`src/sv/mm64_pkg.sv`:
```
`default_nettype none

package mm64_pkg;

   // Hash constants.
   localparam logic [63:0] MUL_M      = 64'hc6a4a7935bd1e995;
   localparam int          SHIFT_R    = 47;
   localparam logic [63:0] SEED_RESET = 64'hcbf29ce484222325;

   // Command queue between the front and the back.
   localparam int QUEUE_DEPTH = 2;
   localparam int QUEUE_AW    = $clog2(QUEUE_DEPTH);

   // Command kinds, set by the front from the valid byte count.
   localparam logic [1:0] CMD_NONE = 2'd0;
   localparam logic [1:0] CMD_PART = 2'd1;
   localparam logic [1:0] CMD_FULL = 2'd2;

   // One classified item as it travels through the queue.
   typedef struct packed {
      logic [1:0]  kind;
      logic        first;
      logic        last;
      logic [31:0] length;
      logic [63:0] word;
   } cmd_type;

endpackage

`default_nettype wire

```
`src/sv/mm64_queue.sv`:
```
`default_nettype none

module mm64_queue
   import mm64_pkg::*;
(
   input  wire logic    clock,
   input  wire logic    reset,
   input  wire logic    push,
   input  wire cmd_type push_data,
   output logic         full,
   input  wire logic    pop,
   output cmd_type      head,
   output logic         head_valid
);

   cmd_type               mem_ff [QUEUE_DEPTH];
   logic [QUEUE_AW-1:0]   wr_ptr_ff, wr_ptr_in;
   logic [QUEUE_AW-1:0]   rd_ptr_ff, rd_ptr_in;
   logic [QUEUE_AW:0]     count_ff, count_in;
   logic                  do_push, do_pop;

   // Status and read side.
   assign full       = (count_ff == (QUEUE_AW+1)'(QUEUE_DEPTH));
   assign head_valid = (count_ff != '0);
   assign head       = mem_ff[rd_ptr_ff];
   assign do_push    = push & ~full;
   assign do_pop     = pop & head_valid;

   // Pointer and fill count updates.
   always_comb begin
      wr_ptr_in = wr_ptr_ff;
      rd_ptr_in = rd_ptr_ff;
      count_in  = count_ff;
      if (do_push) begin
         wr_ptr_in = (wr_ptr_ff == QUEUE_AW'(QUEUE_DEPTH - 1)) ? '0 : wr_ptr_ff + 1'b1;
      end
      if (do_pop) begin
         rd_ptr_in = (rd_ptr_ff == QUEUE_AW'(QUEUE_DEPTH - 1)) ? '0 : rd_ptr_ff + 1'b1;
      end
      if (do_push && !do_pop) begin
         count_in = count_ff + 1'b1;
      end else if (do_pop && !do_push) begin
         count_in = count_ff - 1'b1;
      end
   end

   always_ff @(posedge clock) begin
      if (reset) begin
         wr_ptr_ff <= '0;
         rd_ptr_ff <= '0;
         count_ff  <= '0;
      end else begin
         wr_ptr_ff <= wr_ptr_in;
         rd_ptr_ff <= rd_ptr_in;
         count_ff  <= count_in;
      end
   end

   // Entry storage.
   always_ff @(posedge clock) begin
      if (do_push) begin
         mem_ff[wr_ptr_ff] <= push_data;
      end
   end

endmodule

`default_nettype wire

```
`src/sv/mm64_front.sv`:
```
`default_nettype none

module mm64_front
   import mm64_pkg::*;
(
   input  wire logic        clock,
   input  wire logic        reset,
   input  wire logic        req_valid,
   output logic             req_ready,
   input  wire logic [63:0] req_data_word,
   input  wire logic [3:0]  req_valid_bytes,
   input  wire logic [31:0] req_message_length,
   input  wire logic        req_first_item,
   input  wire logic        req_last_item,
   input  wire logic        cmd_pop,
   output cmd_type          cmd_head,
   output logic             cmd_head_valid
);

   logic    q_full;
   logic    push;
   logic [3:0] nbytes;
   cmd_type cmd;

   // Classify the item: counts above eight act as a full word, and unused
   // bytes are cleared so the back can xor the word in directly.
   always_comb begin
      nbytes = req_valid_bytes[3] ? 4'd8 : req_valid_bytes;
      cmd.first  = req_first_item;
      cmd.last   = req_last_item;
      cmd.length = req_message_length;
      if (nbytes == 4'd8) begin
         cmd.kind = CMD_FULL;
      end else if (nbytes == 4'd0) begin
         cmd.kind = CMD_NONE;
      end else begin
         cmd.kind = CMD_PART;
      end
      for (int i = 0; i < 8; i++) begin
         cmd.word[8*i +: 8] = (4'(i) < nbytes) ? req_data_word[8*i +: 8] : 8'h00;
      end
   end

   assign req_ready = ~q_full;
   assign push      = req_valid & ~q_full;

   mm64_queue u_queue (
      .clock      (clock),
      .reset      (reset),
      .push       (push),
      .push_data  (cmd),
      .full       (q_full),
      .pop        (cmd_pop),
      .head       (cmd_head),
      .head_valid (cmd_head_valid)
   );

endmodule

`default_nettype wire

```
`src/sv/mm64_mul.sv`:
```
`default_nettype none

module mm64_mul
   import mm64_pkg::*;
(
   input  wire logic        clock,
   input  wire logic        reset,
   input  wire logic        start,
   input  wire logic [63:0] operand,
   output logic             done,
   output logic [63:0]      product
);

   // Computes operand * MUL_M modulo 2^64 with one 32x32 multiplier, step by
   // step: low x low, then the two cross terms into the upper half.
   logic [63:0] x_ff, x_in;
   logic [63:0] acc_ff, acc_in;
   logic [1:0]  step_ff, step_in;
   logic [1:0]  step_eff;
   logic        done_ff, done_in;
   logic [63:0] x_sel;
   logic [31:0] mul_a, mul_b;
   logic [63:0] pp;

   always_comb begin
      step_eff = start ? 2'd0 : step_ff;
      x_sel    = start ? operand : x_ff;
      mul_a    = (step_eff == 2'd2) ? x_sel[63:32] : x_sel[31:0];
      mul_b    = (step_eff == 2'd1) ? MUL_M[63:32] : MUL_M[31:0];
      pp       = 64'(mul_a) * 64'(mul_b);
   end

   // Step sequencing and accumulation.
   always_comb begin
      x_in    = x_ff;
      acc_in  = acc_ff;
      step_in = step_ff;
      done_in = 1'b0;
      if (start) begin
         x_in    = operand;
         acc_in  = pp;
         step_in = 2'd1;
      end else if (step_ff != 2'd0) begin
         acc_in = {acc_ff[63:32] + pp[31:0], acc_ff[31:0]};
         if (step_ff == 2'd2) begin
            step_in = 2'd0;
            done_in = 1'b1;
         end else begin
            step_in = 2'd2;
         end
      end
   end

   always_ff @(posedge clock) begin
      if (reset) begin
         step_ff <= 2'd0;
         done_ff <= 1'b0;
      end else begin
         step_ff <= step_in;
         done_ff <= done_in;
      end
   end

   always_ff @(posedge clock) begin
      x_ff   <= x_in;
      acc_ff <= acc_in;
   end

   assign done    = done_ff;
   assign product = acc_ff;

endmodule

`default_nettype wire

```
`src/sv/mm64_back.sv`:
```
`default_nettype none

module mm64_back
   import mm64_pkg::*;
(
   input  wire logic        clock,
   input  wire logic        reset,
   input  wire logic        csr_wr_en,
   input  wire logic [63:0] csr_wr_data,
   input  wire cmd_type     cmd_head,
   input  wire logic        cmd_head_valid,
   output logic             cmd_pop,
   output logic             rsp_valid,
   input  wire logic        rsp_ready,
   output logic [63:0]      rsp_hash_value
);

   localparam logic [2:0] ST_IDLE = 3'd0;
   localparam logic [2:0] ST_LEN  = 3'd1;
   localparam logic [2:0] ST_K1   = 3'd2;
   localparam logic [2:0] ST_K2   = 3'd3;
   localparam logic [2:0] ST_HASH = 3'd4;
   localparam logic [2:0] ST_FIN  = 3'd5;
   localparam logic [2:0] ST_OUT  = 3'd6;

   logic [2:0]  state_ff, state_in;
   cmd_type     cmd_ff, cmd_in;
   logic [63:0] seed_ff, seed_in;
   logic [63:0] hash_ff, hash_in;
   logic [63:0] fin_ff, fin_in;
   logic        rsp_valid_ff, rsp_valid_in;
   logic [63:0] rsp_hash_ff, rsp_hash_in;
   logic        mul_start;
   logic [63:0] mul_opnd;
   logic        mul_done;
   logic [63:0] mul_prod;
   logic [63:0] prod_mix;
   logic        disp_en;
   cmd_type     disp_cmd;
   logic [63:0] disp_hash;

   mm64_mul u_mul (
      .clock   (clock),
      .reset   (reset),
      .start   (mul_start),
      .operand (mul_opnd),
      .done    (mul_done),
      .product (mul_prod)
   );

   assign prod_mix = mul_prod ^ (mul_prod >> SHIFT_R);
   assign seed_in  = csr_wr_en ? csr_wr_data : seed_ff;

   // Sequencer: each state but idle and output waits for the shared
   // multiplier, uses its product and starts any next multiply.
   always_comb begin
      state_in     = state_ff;
      cmd_in       = cmd_ff;
      hash_in      = hash_ff;
      fin_in       = fin_ff;
      rsp_valid_in = rsp_valid_ff & ~rsp_ready;
      rsp_hash_in  = rsp_hash_ff;
      mul_start    = 1'b0;
      mul_opnd     = '0;
      cmd_pop      = 1'b0;
      disp_en      = 1'b0;
      disp_cmd     = cmd_ff;
      disp_hash    = hash_ff;

      unique case (state_ff)
         ST_IDLE: begin
            if (cmd_head_valid) begin
               cmd_pop = 1'b1;
               cmd_in  = cmd_head;
               if (cmd_head.first) begin
                  mul_start = 1'b1;
                  mul_opnd  = {32'b0, cmd_head.length};
                  state_in  = ST_LEN;
               end else begin
                  disp_en  = 1'b1;
                  disp_cmd = cmd_head;
               end
            end
         end
         ST_LEN: begin
            if (mul_done) begin
               hash_in   = seed_ff ^ mul_prod;
               disp_en   = 1'b1;
               disp_hash = seed_ff ^ mul_prod;
            end
         end
         ST_K1: begin
            if (mul_done) begin
               mul_start = 1'b1;
               mul_opnd  = prod_mix;
               state_in  = ST_K2;
            end
         end
         ST_K2: begin
            if (mul_done) begin
               mul_start = 1'b1;
               mul_opnd  = hash_ff ^ mul_prod;
               state_in  = ST_HASH;
            end
         end
         ST_HASH: begin
            if (mul_done) begin
               hash_in = mul_prod;
               if (cmd_ff.last) begin
                  mul_start = 1'b1;
                  mul_opnd  = prod_mix;
                  state_in  = ST_FIN;
               end else begin
                  state_in = ST_IDLE;
               end
            end
         end
         ST_FIN: begin
            if (mul_done) begin
               fin_in   = prod_mix;
               state_in = ST_OUT;
            end
         end
         ST_OUT: begin
            if (!rsp_valid_ff || rsp_ready) begin
               rsp_valid_in = 1'b1;
               rsp_hash_in  = fin_ff;
               state_in     = ST_IDLE;
            end
         end
         default: begin
            state_in = ST_IDLE;
         end
      endcase

      // Once the start value of the hash is known, pick the work by kind.
      if (disp_en) begin
         unique case (disp_cmd.kind)
            CMD_FULL: begin
               mul_start = 1'b1;
               mul_opnd  = disp_cmd.word;
               state_in  = ST_K1;
            end
            CMD_PART: begin
               mul_start = 1'b1;
               mul_opnd  = disp_hash ^ disp_cmd.word;
               state_in  = ST_HASH;
            end
            default: begin
               if (disp_cmd.last) begin
                  mul_start = 1'b1;
                  mul_opnd  = disp_hash ^ (disp_hash >> SHIFT_R);
                  state_in  = ST_FIN;
               end else begin
                  state_in = ST_IDLE;
               end
            end
         endcase
      end
   end

   always_ff @(posedge clock) begin
      if (reset) begin
         state_ff     <= ST_IDLE;
         seed_ff      <= SEED_RESET;
         hash_ff      <= '0;
         rsp_valid_ff <= 1'b0;
      end else begin
         state_ff     <= state_in;
         seed_ff      <= seed_in;
         hash_ff      <= hash_in;
         rsp_valid_ff <= rsp_valid_in;
      end
   end

   always_ff @(posedge clock) begin
      cmd_ff      <= cmd_in;
      fin_ff      <= fin_in;
      rsp_hash_ff <= rsp_hash_in;
   end

   assign rsp_valid      = rsp_valid_ff;
   assign rsp_hash_value = rsp_hash_ff;

endmodule

`default_nettype wire

```
`src/sv/murmur64a_hash_stream_top.sv`:
```
// Channel   Direction  Handshake          Payload
// req       in         req_valid/ready    data_word, valid_bytes, message_length,
//                                         first_item, last_item
// rsp       out        rsp_valid/ready    hash_value (on last items only)
// csr       in         csr_wr_en          csr_wr_data -> hash_seed
//
// Every 64-bit multiply by the constant runs on the single
// shared 32x32 multiplier in the back end; the back works on one item at a time.
// A full word takes three multiplies, a partial word one, an empty word none;
// a first item adds one multiply for the length, and a last item one multiply
// and then the output state, which loads the output register.
// Reset is synchronous; it empties the two-entry queue, clears the running
// hash and loads the seed with its default.
// The queue keeps taking items, until it is full, while the back works or while a result waits.
`default_nettype none

module murmur64a_hash_stream_top
   import mm64_pkg::*;
(
   input  wire logic        clock,
   input  wire logic        reset,
   input  wire logic        req_valid,
   output logic             req_ready,
   input  wire logic [63:0] req_data_word,
   input  wire logic [3:0]  req_valid_bytes,
   input  wire logic [31:0] req_message_length,
   input  wire logic        req_first_item,
   input  wire logic        req_last_item,
   output logic             rsp_valid,
   input  wire logic        rsp_ready,
   output logic [63:0]      rsp_hash_value,
   input  wire logic        csr_wr_en,
   input  wire logic [63:0] csr_wr_data
);

   cmd_type cmd_head;
   logic    cmd_head_valid;
   logic    cmd_pop;

   // Front end: classify items and queue them.
   mm64_front u_front (
      .clock              (clock),
      .reset              (reset),
      .req_valid          (req_valid),
      .req_ready          (req_ready),
      .req_data_word      (req_data_word),
      .req_valid_bytes    (req_valid_bytes),
      .req_message_length (req_message_length),
      .req_first_item     (req_first_item),
      .req_last_item      (req_last_item),
      .cmd_pop            (cmd_pop),
      .cmd_head           (cmd_head),
      .cmd_head_valid     (cmd_head_valid)
   );

   // Back end: hash arithmetic and the result register.
   mm64_back u_back (
      .clock          (clock),
      .reset          (reset),
      .csr_wr_en      (csr_wr_en),
      .csr_wr_data    (csr_wr_data),
      .cmd_head       (cmd_head),
      .cmd_head_valid (cmd_head_valid),
      .cmd_pop        (cmd_pop),
      .rsp_valid      (rsp_valid),
      .rsp_ready      (rsp_ready),
      .rsp_hash_value (rsp_hash_value)
   );

endmodule

`default_nettype wire

```
`config.mk`:
```
export PLATFORM = sky130hd
export DESIGN_NAME = murmur64a_hash_stream_top
export DESIGN_NICKNAME = d
export VERILOG_FILES = /design/src/sv/mm64_pkg.sv /design/src/sv/mm64_queue.sv /design/src/sv/mm64_front.sv /design/src/sv/mm64_mul.sv /design/src/sv/mm64_back.sv /design/src/sv/murmur64a_hash_stream_top.sv
export SDC_FILE = /design/constraint.sdc
export NUM_CORES = 2
export LEC_CHECK = 0
export BUFFER_PORTS_ARGS = -buffer_cell sky130_fd_sc_hd__buf_2
export CAP_MARGIN = 25
export CORE_MARGIN = 1
export CORE_UTILIZATION = 45
export CTS_CLUSTER_DIAMETER = 80
export DETAILED_ROUTE_END_ITERATION = 10
export REMOVE_ABC_BUFFERS = 1
export SYNTH_ARGS = -nofsm -noshare
export SYNTH_HDL_FRONTEND = slang
export SYNTH_HIERARCHICAL = 1
export SYNTH_SLANG_ARGS = --single-unit
```
`constraint.sdc`:
```
create_clock -name clock -period 17.45 [get_ports clock]
set_input_delay 1.745 -clock clock [delete_from_list [all_inputs] [get_ports clock]]
set_output_delay 1.745 -clock clock [all_outputs]
set_load 0.02 [all_outputs]
```
==> flow_metrics.tcl <==
set metrics [dict create \
    start_util_pct 45.4 \
    cts_root_buffer "clkbuf_16" \
    ys_seq_area_share_pct 31.2 \
    hold_slack_ps 406 \
    cp-start-kind "flip-flop" \
    cp.arrival_ps 14860 \
    cp.required_ps 17830 \
    yosysUniqueCellTypes 108 \
    clk_pin_slew_ps 60 \
    vias_per_cell 5.72 \
    endpoint_kind "flip-flop" \
    io_pins 237 \
    hold_path_depth 0 \
    firstDrtPassIters 8 \
    gp_congestion 0.978 \
    cts_resized 0 \
    ant_nets 0 \
    cts.hold.buffers_added 0 \
    antenna_found_initial 8 \
    drive_gt1_share_pct 12.2 \
    clock_sinks 663 \
    grt.total_usage_pct 29.3 \
    rsz0062_at_grt "no" \
    setup-violations-final 0 \
    max_cap_violations 0 \
    cts_tree "yes" \
    r2r_setup_slack_ps 2970 \
    cp_slowest_cell "dfxtp_4" \
    avgSynthCellArea_um2 10.8 \
    fp.dieH_um 359 \
    max-slew-margin-rel_pct 30.5 \
    reg2reg_depth 41 \
    slowest_delay_ps 930 \
    ys_warn_count 6 \
    drtIter0Drc 4105 \
    grt_max_degree 94 \
    htree_levels 3 \
    status "finished, final reports clean" \
    dieArea_um2 129000 \
    remaining_drc_errors 0 \
    synth_cells 5321 \
    slew_viol_final 0 \
    layoutNonFillerInstCount 7136 \
    hold_violations 0 \
    wl_per_cell_um 26.3 \
    worstSetupPathType "flip-flop to flip-flop" \
    grt_pass1_vias 41371 \
    syn_area_um2 57200 \
    rows 130 \
    port_buffers 236 \
    cts_buffer_depth 3 \
    synth-seq-cells 663 \
    r2r_end "u_back/u_mul/product[61]" \
    final.period_utilization_pct 83.0 \
    synth_flop_cell "edfxtp_1" \
    cts_made_buffers 71 \
    core_area_um2 126000 \
    overflow 0 \
    worst_pin_slew_ps 1030 \
    wl_um 188000 \
    grt_first_pass_wirelength_um 275000 \
    fin_nets 6647 \
    path_common_cell "fa_1" \
    syn_to_final_growth_pct 8.91 \
    synth_edf_count 459 \
    worstSkewPairLatency_ps 670 \
    utilization_pct 49.5 \
    crit_fanout 54 \
    die_w_um 359 \
    clock_skew_ps 39.8 \
    period_needed_ps 14480 \
    vias 40805 \
    hp-start "u_back/fin_ff[63]" \
    async_flop_share_pct 0 \
    dp_hpwl_um 147000 \
    design_area_um2 62300 \
    min_path_type "flip-flop to flip-flop" \
    postPlaceCellArea_um2 59900 \
    hold_end "u_back/rsp_hash_value[63]" \
    postCtsSetupRepairBufs 0 \
    fmax_mhz 69.1 \
    numPlacedInstances 7002 \
]
[how the worst max path moves through the flow]
| stage | cells past startpoint | slack (ps) | startpoint | endpoint |
|---|---|---|---|---|
| after floorplan | 39 | -1320 | flip-flop | u_back/u_mul/product[61] |
| after global placement | 41 | 3440 | flip-flop | u_back/u_mul/product[63] |
| after detailed placement | 39 | 3150 | flip-flop | u_back/u_mul/product[58] |
| after CTS | 39 | 3090 | flip-flop | u_back/u_mul/product[58] |
| after global routing | 41 | 2330 | flip-flop | u_back/u_mul/product[61] |
| final | 41 | 2970 | flip-flop | u_back/u_mul/product[61] |
[final cells by class]
type	instances	area, um^2
Fill cell	11622	63600
Inverter	808	3040
Clock buffer	90	1910
Clock inverter	41	539
Multi-Input combinational cell	3577	35200
Tap cell	1650	2060
Sequential cell	663	17900
Antenna cell	3	7.51
Timing Repair Buffer	304	1700
[placed cells by master (no fill, tap or decap), types with 18 or more instances in the layout]
master,Yosys,final
inv_1,804,803
fa_1,619,619
edfxtp_1,459,459
ha_1,432,430
nand2_1,268,267
a21oi_1,245,245
buf_2,45,234
nor2_1,235,233
dfxtp_1,204,201
mux2i_1,185,185
o21ai_0,176,176
nor2b_1,162,160
mux2_2,160,160
xor2_1,131,131
xnor2_1,124,124
clkbuf_16,0,72
buf_4,31,68
and2_1,69,67
nand3_1,56,55
a22oi_1,54,54
a21o_1,42,42
a22o_1,41,41
a211o_1,35,35
a211oi_1,34,33
or3_1,31,31
nand4_1,30,30
a31oi_1,28,28
a221oi_1,27,27
o211ai_1,25,25
o21a_1,23,23
nand2b_1,23,22
o31ai_1,20,20
o2bb2ai_1,20,20
o21bai_1,19,19
or2_2,18,18
nor3_1,18,18
[synthesized netlist by cell type, types with 131 or more instances]
master | instances | share of area (%)
inv_1 | 804 | 5.3
fa_1 | 619 | 22
edfxtp_1 | 459 | 24
ha_1 | 432 | 9.4
nand2_1 | 268 | 1.8
a21oi_1 | 245 | 2.1
nor2_1 | 235 | 1.5
dfxtp_1 | 204 | 7.1
clkbuf_1 | 185 | 1.2
mux2i_1 | 185 | 3.2
o21ai_0 | 176 | 1.5
nor2b_1 | 162 | 1.8
mux2_2 | 160 | 3.1
xor2_1 | 131 | 2.0
[registers in the layout, summed over array words and instances (netlist names), named ones only]
name and flops:
u_back/rsp_hash_value 64, u_back/u_mul/done 1, u_back/hash_ff 64, u_back/fin_ff 64, u_back/u_mul/product 64, u_back/state_ff 3
u_back/seed_ff 64, u_front/u_queue/mem_ff 200, u_back/u_mul/step_ff 2, u_back/u_mul/x_ff 64, u_front/u_queue/wr_ptr_ff 1, u_front/u_queue/count_ff 2
u_back/rsp_valid 1, u_front/u_queue/rd_ptr_ff 1, u_back/cmd_ff 67
[kinds of logic (layout without fill, tap and decap cells)]
| logic type | count (synthesis) | in the layout | synth area share, % |
|---|---|---|---|
| AO/OA/AOI/OAI | 943 | 943 | 11.3 |
| XOR/XNOR | 256 | 256 | 3.94 |
| adder cells (fa/ha/maj) | 1051 | 1051 | 31.1 |
| buffers and inverters | 1085 | 1243 | 7.46 |
| flip-flops | 663 | 663 | 31.2 |
| multiplexers | 350 | 350 | 6.48 |
| other | 2 | 9 | 0.0131 |
| AND/OR/NAND/NOR | 971 | 971 | 8.44 |
[worst max-delay path: cells and delay by family, from the launching register on]
kind            cells  cell delay, ps
compound gates      8            1860
xor+xnor            2             490
fa+ha+maj          11            5140
buf+inv             7            2010
flops               1             930
mux                 2             880
simple gates       11            2790
[routing by layer]
metal | wire length, um | up-vias | GRT usage [%] | part of all wire (%)
met5 | 27 | - | 0 | 0.014
met4 | 7520 | 6 | 11.0 | 4.0
met3 | 12900 | 316 | 4.27 | 6.9
met2 | 87200 | 1670 | 47.6 | 46
met1 | 79900 | 20594 | 39.8 | 43
li1 | - | 18219 | - | -
[per-stage QoR]
stage	worst slack, ps	setup TNS (ps)
after CTS	3090	0
after global placement	3440	0
after detailed placement	3150	0
after global routing	2330	0
after floorplan	-1320	-25690
final	2970	0
Power is left out: the tool's default activity adds up to more than one toggle a clock period on the data nets, which glitch-free logic cannot reach.
